[src/rtl/core/cps_pkg.sv]
// cps_pkg: shared constants, types and ordering functions of the cluster priority sorter
// no dependencies; used by every module of the block

package cps_pkg;

  localparam int SLOTS       = 16;
  localparam int WEIGHT_BITS = 16;
  localparam int BIRTH_BITS  = 32;

  localparam int IDX_W    = $clog2(SLOTS);
  localparam int CNT_W    = $clog2(SLOTS + 1);
  localparam int OPCODE_W = 2;
  localparam int ID_W     = 4;
  localparam int RANK_W   = 4;

  localparam logic [CNT_W-1:0] CNT_SLOTS = CNT_W'(SLOTS);
  localparam logic [IDX_W-1:0] IDX_LAST  = IDX_W'(SLOTS - 1);

  typedef enum logic [OPCODE_W-1:0] {
    OP_WRITE  = 2'd0,
    OP_RECALC = 2'd1,
    OP_TRACK  = 2'd2
  } opcode_e;

  localparam logic KIND_ORDER  = 1'b0;
  localparam logic KIND_TARGET = 1'b1;

  // birth order classes, lower class sorts first
  localparam logic [1:0] CLS_LIVE  = 2'd0;
  localparam logic [1:0] CLS_UNSET = 2'd1;
  localparam logic [1:0] CLS_EMPTY = 2'd2;

  typedef struct packed {
    logic [WEIGHT_BITS-1:0] weight;
    logic [BIRTH_BITS-1:0]  birth;
    logic                   empty;
  } rec_t;

  localparam rec_t REC_RESET = '{weight: '0, birth: '0, empty: 1'b1};

  typedef struct packed {
    logic             en;
    logic [IDX_W-1:0] addr;
    rec_t             data;
  } rec_wr_t;

  typedef struct packed {
    logic             wen_w;
    logic             wen_b;
    logic [IDX_W-1:0] addr;
    logic [IDX_W-1:0] id;
  } ord_wr_t;

  typedef struct packed {
    logic [IDX_W-1:0] w_id;
    logic [IDX_W-1:0] b_id;
  } ord_rd_t;

  // slot a ahead of slot b in weight order
  function automatic logic weight_before(rec_t ra, logic [IDX_W-1:0] ia,
                                         rec_t rb, logic [IDX_W-1:0] ib);
    if (ra.weight != rb.weight) return ra.weight > rb.weight;
    return ia < ib;
  endfunction

  function automatic logic [1:0] birth_class(rec_t r);
    if (r.empty) return CLS_EMPTY;
    if (r.birth == '0) return CLS_UNSET;
    return CLS_LIVE;
  endfunction

  // slot a ahead of slot b in birth order
  function automatic logic birth_before(rec_t ra, logic [IDX_W-1:0] ia,
                                        rec_t rb, logic [IDX_W-1:0] ib);
    logic [1:0] ca;
    logic [1:0] cb;
    ca = birth_class(ra);
    cb = birth_class(rb);
    if (ca != cb) return ca < cb;
    if (ca == CLS_LIVE && ra.birth != rb.birth) return ra.birth < rb.birth;
    return ia < ib;
  endfunction

endpackage

[src/rtl/core/cluster_priority_sorter_core.sv]
// cluster_priority_sorter_core: top level, command sequencer around the record and order memories
// depends on cps_pkg, cps_rec_ram, cps_ord_ram

// A transaction is taken when start_i is high and busy_o is low. A write
// transaction (opcode write) loads one slot record in the same cycle and
// keeps busy_o low, so writes can follow back to back. A recalc transaction
// ranks every slot against every other one, reading the record memory one
// slot per cycle through its single read port: for each slot it reads the
// record, latches it, scans every record and stores one weight order and one
// birth order entry; then it streams the stored orders out of the order
// memory, one result per cycle with rank 0 first and last_o on the final one.
// A track transaction walks the stored weight order one rank per cycle. Each
// result is shown for a single cycle with result_valid_o; the receiver has no
// way to stall, so it must take every strobed cycle. The weight order used by
// track is that of the latest recalc (identity order after reset).

module cluster_priority_sorter_core (
  input  logic                           clk_i,
  input  logic                           rst_ni,
  input  logic                           start_i,
  output logic                           busy_o,
  input  logic [cps_pkg::OPCODE_W-1:0]   opcode_i,
  input  logic [3:0]                     slot_id_i,
  input  logic [15:0]                    slot_weight_i,
  input  logic [31:0]                    slot_birth_i,
  input  logic                           slot_empty_i,
  input  logic                           slot_tracking_i,
  output logic                           result_valid_o,
  output logic                           kind_o,
  output logic [cps_pkg::RANK_W-1:0]     rank_o,
  output logic [cps_pkg::ID_W-1:0]       weight_rank_id_o,
  output logic [cps_pkg::ID_W-1:0]       birth_rank_id_o,
  output logic [cps_pkg::ID_W-1:0]       target_id_o,
  output logic                           all_busy_o,
  output logic                           last_o
);

  typedef enum logic [2:0] {
    S_IDLE,
    S_OUTER,   // read the record being ranked
    S_REF,     // latch it, start the scan
    S_SCAN,    // compare against every other record, one per cycle
    S_WR_W,    // store weight order entry
    S_WR_B,    // store birth order entry
    S_EMIT,    // stream orders out
    S_TRACK    // walk weight order for the first untracked slot
  } state_e;

  state_e                       state_q;
  cps_pkg::opcode_e             op;

  logic [cps_pkg::IDX_W-1:0]    i_q;
  logic [cps_pkg::CNT_W-1:0]    j_q;
  logic [cps_pkg::CNT_W-1:0]    k_q;
  logic                         pend_q;
  logic [cps_pkg::IDX_W-1:0]    rd_id_q;
  cps_pkg::rec_t                ref_q;
  logic [cps_pkg::IDX_W-1:0]    wpos_q;
  logic [cps_pkg::IDX_W-1:0]    bpos_q;
  logic [cps_pkg::SLOTS-1:0]    tracking_q;

  logic                         res_valid_q;
  logic                         kind_q;
  logic [cps_pkg::RANK_W-1:0]   rank_q;
  logic [cps_pkg::ID_W-1:0]     wid_q;
  logic [cps_pkg::ID_W-1:0]     bid_q;
  logic [cps_pkg::ID_W-1:0]     tid_q;
  logic                         all_busy_q;
  logic                         last_q;

  cps_pkg::rec_wr_t             rec_wr;
  logic [cps_pkg::IDX_W-1:0]    rec_rd_addr;
  cps_pkg::rec_t                rec_rd;
  cps_pkg::ord_wr_t             ord_wr;
  cps_pkg::ord_rd_t             ord_rd;

  logic                         idle_start;
  logic                         wr_in_range;
  logic [cps_pkg::IDX_W-1:0]    wr_idx;
  logic                         cmp_live;
  logic [cps_pkg::IDX_W-1:0]    tgt;
  logic                         tgt_hit;

  assign op          = cps_pkg::opcode_e'(opcode_i);
  assign idle_start  = start_i && (state_q == S_IDLE);
  assign wr_in_range = int'(slot_id_i) < cps_pkg::SLOTS;
  assign wr_idx      = cps_pkg::IDX_W'(slot_id_i);

  // a scanned record counts unless it is the record being ranked
  assign cmp_live = pend_q && (rd_id_q != i_q);

  // track: stop at the first untracked slot, or at the last rank
  assign tgt     = ord_rd.w_id;
  assign tgt_hit = !tracking_q[tgt] || (rd_id_q == cps_pkg::IDX_LAST);

  always_comb begin
    rec_wr.en          = idle_start && (op == cps_pkg::OP_WRITE) && wr_in_range;
    rec_wr.addr        = wr_idx;
    rec_wr.data.weight = cps_pkg::WEIGHT_BITS'(slot_weight_i);
    rec_wr.data.birth  = cps_pkg::BIRTH_BITS'(slot_birth_i);
    rec_wr.data.empty  = slot_empty_i;

    if (state_q == S_REF || state_q == S_SCAN) begin
      rec_rd_addr = j_q[cps_pkg::IDX_W-1:0];
    end else begin
      rec_rd_addr = i_q;
    end

    ord_wr.wen_w = (state_q == S_WR_W);
    ord_wr.wen_b = (state_q == S_WR_B);
    ord_wr.addr  = (state_q == S_WR_B) ? bpos_q : wpos_q;
    ord_wr.id    = i_q;
  end

  cps_rec_ram u_rec_ram (
    .clk_i     (clk_i),
    .rst_ni    (rst_ni),
    .wr_i      (rec_wr),
    .rd_addr_i (rec_rd_addr),
    .rd_data_o (rec_rd)
  );

  cps_ord_ram u_ord_ram (
    .clk_i     (clk_i),
    .rst_ni    (rst_ni),
    .wr_i      (ord_wr),
    .rd_addr_i (k_q[cps_pkg::IDX_W-1:0]),
    .rd_data_o (ord_rd)
  );

  always_ff @(posedge clk_i or negedge rst_ni) begin
    if (!rst_ni) begin
      state_q     <= S_IDLE;
      i_q         <= '0;
      j_q         <= '0;
      k_q         <= '0;
      pend_q      <= 1'b0;
      rd_id_q     <= '0;
      ref_q       <= cps_pkg::REC_RESET;
      wpos_q      <= '0;
      bpos_q      <= '0;
      tracking_q  <= '0;
      res_valid_q <= 1'b0;
      kind_q      <= cps_pkg::KIND_ORDER;
      rank_q      <= '0;
      wid_q       <= '0;
      bid_q       <= '0;
      tid_q       <= '0;
      all_busy_q  <= 1'b0;
      last_q      <= 1'b0;
    end else begin
      res_valid_q <= 1'b0;
      unique case (state_q)
        S_IDLE: begin
          pend_q <= 1'b0;
          if (start_i) begin
            unique case (op)
              cps_pkg::OP_WRITE: begin
                if (wr_in_range) begin
                  tracking_q[wr_idx] <= slot_tracking_i;
                end
              end
              cps_pkg::OP_RECALC: begin
                i_q     <= '0;
                state_q <= S_OUTER;
              end
              cps_pkg::OP_TRACK: begin
                k_q     <= '0;
                state_q <= S_TRACK;
              end
              default: ;
            endcase
          end
        end
        S_OUTER: begin
          j_q     <= '0;
          state_q <= S_REF;
        end
        S_REF: begin
          ref_q   <= rec_rd;
          wpos_q  <= '0;
          bpos_q  <= '0;
          pend_q  <= 1'b1;
          rd_id_q <= j_q[cps_pkg::IDX_W-1:0];
          j_q     <= j_q + 1'b1;
          state_q <= S_SCAN;
        end
        S_SCAN: begin
          if (cmp_live && cps_pkg::weight_before(rec_rd, rd_id_q, ref_q, i_q)) begin
            wpos_q <= wpos_q + 1'b1;
          end
          if (cmp_live && cps_pkg::birth_before(rec_rd, rd_id_q, ref_q, i_q)) begin
            bpos_q <= bpos_q + 1'b1;
          end
          if (pend_q && rd_id_q == cps_pkg::IDX_LAST) begin
            pend_q  <= 1'b0;
            state_q <= S_WR_W;
          end else begin
            pend_q  <= j_q < cps_pkg::CNT_SLOTS;
            rd_id_q <= j_q[cps_pkg::IDX_W-1:0];
            if (j_q < cps_pkg::CNT_SLOTS) begin
              j_q <= j_q + 1'b1;
            end
          end
        end
        S_WR_W: begin
          state_q <= S_WR_B;
        end
        S_WR_B: begin
          if (i_q == cps_pkg::IDX_LAST) begin
            k_q     <= '0;
            state_q <= S_EMIT;
          end else begin
            i_q     <= i_q + 1'b1;
            state_q <= S_OUTER;
          end
        end
        S_EMIT: begin
          if (pend_q) begin
            res_valid_q <= 1'b1;
            kind_q      <= cps_pkg::KIND_ORDER;
            rank_q      <= cps_pkg::RANK_W'(rd_id_q);
            wid_q       <= cps_pkg::ID_W'(ord_rd.w_id);
            bid_q       <= cps_pkg::ID_W'(ord_rd.b_id);
            tid_q       <= '0;
            all_busy_q  <= 1'b0;
            last_q      <= (rd_id_q == cps_pkg::IDX_LAST);
          end
          if (pend_q && rd_id_q == cps_pkg::IDX_LAST) begin
            pend_q  <= 1'b0;
            state_q <= S_IDLE;
          end else begin
            pend_q  <= k_q < cps_pkg::CNT_SLOTS;
            rd_id_q <= k_q[cps_pkg::IDX_W-1:0];
            if (k_q < cps_pkg::CNT_SLOTS) begin
              k_q <= k_q + 1'b1;
            end
          end
        end
        S_TRACK: begin
          if (pend_q && tgt_hit) begin
            tracking_q[tgt] <= 1'b1;
            res_valid_q     <= 1'b1;
            kind_q          <= cps_pkg::KIND_TARGET;
            rank_q          <= '0;
            wid_q           <= '0;
            bid_q           <= '0;
            tid_q           <= cps_pkg::ID_W'(tgt);
            all_busy_q      <= tracking_q[tgt];
            last_q          <= 1'b1;
            pend_q          <= 1'b0;
            state_q         <= S_IDLE;
          end else begin
            pend_q  <= k_q < cps_pkg::CNT_SLOTS;
            rd_id_q <= k_q[cps_pkg::IDX_W-1:0];
            if (k_q < cps_pkg::CNT_SLOTS) begin
              k_q <= k_q + 1'b1;
            end
          end
        end
        default: state_q <= S_IDLE;
      endcase
    end
  end

  assign busy_o           = (state_q != S_IDLE);
  assign result_valid_o   = res_valid_q;
  assign kind_o           = kind_q;
  assign rank_o           = rank_q;
  assign weight_rank_id_o = wid_q;
  assign birth_rank_id_o  = bid_q;
  assign target_id_o      = tid_q;
  assign all_busy_o       = all_busy_q;
  assign last_o           = last_q;

endmodule

[src/rtl/core/cps_rec_ram.sv]
// cps_rec_ram: slot record memory (weight, birth, empty) with a registered read
// depends on cps_pkg; never-written entries read as the reset record

module cps_rec_ram (
  input  logic                        clk_i,
  input  logic                        rst_ni,
  input  cps_pkg::rec_wr_t            wr_i,
  input  logic [cps_pkg::IDX_W-1:0]   rd_addr_i,
  output cps_pkg::rec_t               rd_data_o
);

  cps_pkg::rec_t             mem [cps_pkg::SLOTS];
  logic [cps_pkg::SLOTS-1:0] valid_q;
  cps_pkg::rec_t             rd_data_q;
  logic                      rd_valid_q;

  always_ff @(posedge clk_i) begin
    if (wr_i.en) begin
      mem[wr_i.addr] <= wr_i.data;
    end
    rd_data_q <= mem[rd_addr_i];
  end

  always_ff @(posedge clk_i or negedge rst_ni) begin
    if (!rst_ni) begin
      valid_q    <= '0;
      rd_valid_q <= 1'b0;
    end else begin
      if (wr_i.en) begin
        valid_q[wr_i.addr] <= 1'b1;
      end
      rd_valid_q <= valid_q[rd_addr_i];
    end
  end

  assign rd_data_o = rd_valid_q ? rd_data_q : cps_pkg::REC_RESET;

endmodule

[src/rtl/core/cps_ord_ram.sv]
// cps_ord_ram: weight order and birth order memory, one entry per rank
// depends on cps_pkg; each field reads as the identity order until written

module cps_ord_ram (
  input  logic                        clk_i,
  input  logic                        rst_ni,
  input  cps_pkg::ord_wr_t            wr_i,
  input  logic [cps_pkg::IDX_W-1:0]   rd_addr_i,
  output cps_pkg::ord_rd_t            rd_data_o
);

  cps_pkg::ord_rd_t             mem [cps_pkg::SLOTS];
  logic [cps_pkg::SLOTS-1:0]    wval_q;
  logic [cps_pkg::SLOTS-1:0]    bval_q;
  cps_pkg::ord_rd_t             rd_data_q;
  logic                         rd_wval_q;
  logic                         rd_bval_q;
  logic [cps_pkg::IDX_W-1:0]    rd_addr_q;

  always_ff @(posedge clk_i) begin
    if (wr_i.wen_w) begin
      mem[wr_i.addr].w_id <= wr_i.id;
    end
    if (wr_i.wen_b) begin
      mem[wr_i.addr].b_id <= wr_i.id;
    end
    rd_data_q <= mem[rd_addr_i];
    rd_addr_q <= rd_addr_i;
  end

  always_ff @(posedge clk_i or negedge rst_ni) begin
    if (!rst_ni) begin
      wval_q    <= '0;
      bval_q    <= '0;
      rd_wval_q <= 1'b0;
      rd_bval_q <= 1'b0;
    end else begin
      if (wr_i.wen_w) begin
        wval_q[wr_i.addr] <= 1'b1;
      end
      if (wr_i.wen_b) begin
        bval_q[wr_i.addr] <= 1'b1;
      end
      rd_wval_q <= wval_q[rd_addr_i];
      rd_bval_q <= bval_q[rd_addr_i];
    end
  end

  assign rd_data_o.w_id = rd_wval_q ? rd_data_q.w_id : rd_addr_q;
  assign rd_data_o.b_id = rd_bval_q ? rd_data_q.b_id : rd_addr_q;

endmodule

[config.mk]
export PLATFORM = sky130hd
export DESIGN_NAME = cluster_priority_sorter_core
export DESIGN_NICKNAME = d
export VERILOG_FILES = /design/src/rtl/core/cps_pkg.sv /design/src/rtl/core/cluster_priority_sorter_core.sv /design/src/rtl/core/cps_rec_ram.sv /design/src/rtl/core/cps_ord_ram.sv
export SDC_FILE = /design/constraint.sdc
export NUM_CORES = 2
export LEC_CHECK = 0
export ABC_AREA = 1
export BUFFER_PORTS_ARGS = -buffer_cell sky130_fd_sc_hd__buf_4
export CAP_MARGIN = 20
export CORE_ASPECT_RATIO = 0.7
export CORE_MARGIN = 4
export CORE_UTILIZATION = 55
export CTS_CLUSTER_SIZE = 12
export DETAILED_ROUTE_END_ITERATION = 8
export PLACE_DENSITY_LB_ADDON = 0.1
export SLEW_MARGIN = 20
export SYNTH_ARGS = -nofsm -noshare
export SYNTH_HDL_FRONTEND = slang
export SYNTH_HIERARCHICAL = 1
export SYNTH_SLANG_ARGS = --single-unit
[constraint.sdc]
create_clock -name clk_i -period 4 [get_ports clk_i]
set_input_delay 0.8 -clock clk_i [delete_from_list [all_inputs] [get_ports clk_i]]
set_output_delay 0.8 -clock clk_i [all_outputs]
set_load 0.02 [all_outputs]
==> flow_metrics.py <==
metrics = {
    "setup_path": {
        "setup.worst_path.start": "u_ord_ram/rd_wval_q",
        "critPathKind": "reg2reg",
        "cp-start-kind": "flip-flop",
        "crit_chain": "o21ai_0 > inv_2 > nor2_2 > nand2_1 > nand3_1 > nand2_1 > nand2_1 > nor2_1 > nand2_1 > nand3_2 > nand2_2 > o21ai_0",
        "cp.arrival_ps": 3700,
        "cp_slowest_cell": "nand2_2",
        "cp_data_required_time_ps": 4570,
        "crit_top_cell": "nand2_1",
        "path_max_fanout": 34,
        "slowest_delay_ps": 600,
        "endpoint_kind": "flip-flop",
        "reg2reg_from": "u_ord_ram/rd_wval_q",
    },
    "clocking": {
        "clk_latency_ps": 710,
        "cts_made_buffers": 110,
        "root_buffer": "clkbuf_16",
        "cts_max_level": 3,
        "clockBufferDepth": 3,
        "path_clk_slew_ps": 60,
        "clock-sinks": 1139,
        "cts_tree": "built",
        "post_cts_buffers": 0,
        "ctsResizeCount": 0,
        "hold_buffers": 0,
    },
    "pwr": {
        "seqPwrFrac": 0.380,
        "switching_power_mw": 14.7,
        "clkPwrFrac": 0.256,
        "ir_drop_uv": 629,
        "p_comb_frac": 0.364,
        "switching_share": 0.385,
        "p_int_mw": 23.5,
        "leakage_nw": 24.7,
        "powerDensity_nw_per_um2": 684,
    },
    "sta": {
        "worst_pin_slew_ps": 1030,
        "max_slew_margin": 0.315,
        "finalHoldViolCount": 0,
        "finalSetupViolCount": 0,
        "tns_ps": 0,
        "rsz0062_at_grt": "no",
        "finalClockSkew_ps": 18.4,
        "fin_crit_sh": 0.785,
        "max_freq_mhz": 319,
        "fin_crit_ps": 3140,
        "slew_violations": 0,
    },
    "logic_synthesis": {
        "yosysTopAreaCellShare": 0.540,
        "synth-async-reset-ratio": 0.146,
        "synth_nets": 5331,
        "ys_seq_area_frac": 0.646,
        "avgSynthCellArea_um2": 9.72,
        "synth_area_leaders": "edfxtp_1 (54%), nand2_1 (12%), dfrtp_1 (8.1%), nand3_1 (7.4%), inv_1 (6.8%)",
        "netlist_area_um2": 50700,
        "ys_seq_elements": 1139,
        "netlist_instances": 5213,
        "ys_types": 44,
        "synth_ff_type": "edfxtp_1",
        "ys_warn_count": 6,
        "synth_top_area_cell": "edfxtp_1",
        "synth_edf_count": 912,
    },
    "route": {
        "drc_errors": 0,
        "routed_wl_mm": 122,
        "ant_nets": 0,
        "firstDrtPassIters": 6,
        "via_count": 34800,
        "vias_per_cell": 5.30,
        "wl_per_cell_um": 18.6,
        "drt_iter0_drc": 3463,
    },
    "cells_and_area": {
        "final_cell_mix": "nand2_1 (1635), inv_1 (914), edfxtp_1 (912)",
        "multiInputGateArea_um2": 13100,
        "drive_above_1_share": 0.0619,
        "ff_latch_area_um2": 32800,
        "final_common_cell": "nand2_1",
        "instances_no_fill": 6558,
        "fillers": 7640,
        "layout-area-overhead-vs-synth_pct": 10.1,
        "fin_util": 0.615,
        "fin_nets": 5358,
    },
    "place": {
        "io_buffers": 79,
        "dpl.hpwl_mm": 69.9,
        "gp_congestion": 0.841,
        "dp_cells": 6350,
    },
    "grt": {
        "grt_pass1_wl_mm": 189,
        "grt_pass1_vias": 32300,
        "antenna_found_initial": 1,
        "grt_overflow": 0,
        "track_usage": 0.253,
        "grt_max_degree": 168,
    },
    "floorplan": {
        "start_util": 0.559,
        "dieArea_um2": 97200,
        "fp.coreArea_um2": 90700,
        "rows": 92,
        "die_y_um": 262,
        "die_w_um": 371,
        "ios": 80,
    },
    "flow_run": {
        "drv_cap": 0,
    },
    "min_path": {
        "min_path_type": "in2async",
    },
    "outcome": {
        "status": "complete, no violations",
    },
}
Yosys cell counts, drive strengths merged (2+ instances only):
cell type,count
dfxtp,61
a21oi,81
nand3b,2
nand3,753
edfxtp,912
buf,190
o22ai,5
xor2,6
nand2,1640
a211oi,2
nor2,158
o21a,2
nor3,5
inv,924
clkinv,2
xnor2,2
o21ai,131
a31oi,7
or2,2
nor4,8
clkbuf,47
o211ai,3
nand4,40
ha,59
dfrtp,165
power groups by stage:
| stage | Sequential [mW] | Combinational (mW) | Clock (mW) |
|---|---|---|---|
| 3_5_place_dp | 14.7 | 13.8 | 0 |
| 6_report | 14.5 | 13.9 | 9.77 |
| 5_1_grt | 14.6 | 15.7 | 10.5 |
| 2_1_floorplan | 14.5 | 10.5 | 0 |
| 3_3_place_gp | 14.7 | 13.6 | 0 |
| 4_1_cts | 14.5 | 13.8 | 9.97 |
logic make-up (layout without fill, tap and decap cells):
group / count (synthesis) / in the layout / synth area share
AOI/OAI and AO/OA: 236 / 236 / 0.0244
DFF: 1139 / 1139 / 0.646
buffers and inverters: 1163 / 1284 / 0.0983
adders and majority gates: 59 / 59 / 0.0146
and+or+nand+nor: 2608 / 2608 / 0.215
other: 0 / 2 / 0
xor gates and xnor gates: 8 / 8 / 0.00138
worst max-delay path, delay by kind of cell, from the launching register on:
kind | cells | cell delay (ps)
AND/OR/NAND/NOR | 9 | 1680
buffers and inverters | 1 | 230
AO/OA/AOI/OAI | 2 | 650
flip-flops | 1 | 440
final timing paths:
kind                                        end  slack, ps  depth (start not counted)
hold reg to reg             u_ord_ram/wval_q[8]        460                          2
max in group asynchronous        target_id_o[2]       3080                          2
setup reg to reg            weight_rank_id_o[3]        860                         12
min in group clk_i         u_rec_ram/mem[2][29]        390                          1
setup / recovery            weight_rank_id_o[3]        860                         12
hold / removal              u_ord_ram/wval_q[8]        110                          1
area by class of cell:
class / count / share of cell area
Antenna cell: 2 / 0.0000897
Clock buffer: 191 / 0.0570
Clock inverter: 15 / 0.00294
Inverter: 926 / 0.0627
Multi-Input combinational cell: 2911 / 0.235
Sequential cell: 1139 / 0.587
Tap cell: 1222 / 0.0274
Timing Repair Buffer: 152 / 0.0275
metal layers:
layer	track usage	up-vias	part of all wire
met5	0	-	0
met4	0.0610	0	0.018
met3	0.0444	142	0.078
met2	0.370	1162	0.43
met1	0.395	16600	0.48
li1	-	16800	-
through the flow:
step / setup WS [ps] / power [mW] / hold slack [ps] / instance area [um^2]
2_1_floorplan: 45.1 / 25.0 / 424 / 50700
3_5_place_dp: 949 / 28.5 / 446 / 52500
3_3_place_gp: 970 / 28.3 / 438 / 52500
4_1_cts: 960 / 38.3 / 95.1 / 55800
5_1_grt: 607 / 40.8 / 129 / 55800
6_report: 860 / 38.2 / 105 / 55800
sequential cells by signal, summed over array words and instances (netlist names), 8 cells and up:
signal	cells
u_rec_ram/mem	784
u_ord_ram/bval_q	16
u_ord_ram/wval_q	16
u_ord_ram/mem	128
u_ord_ram/rd_data_q	8
ref_q	49
tracking_q	16
u_rec_ram/rd_data_q	49
u_rec_ram/valid_q	16
Power figures use the tool's default switching activity.
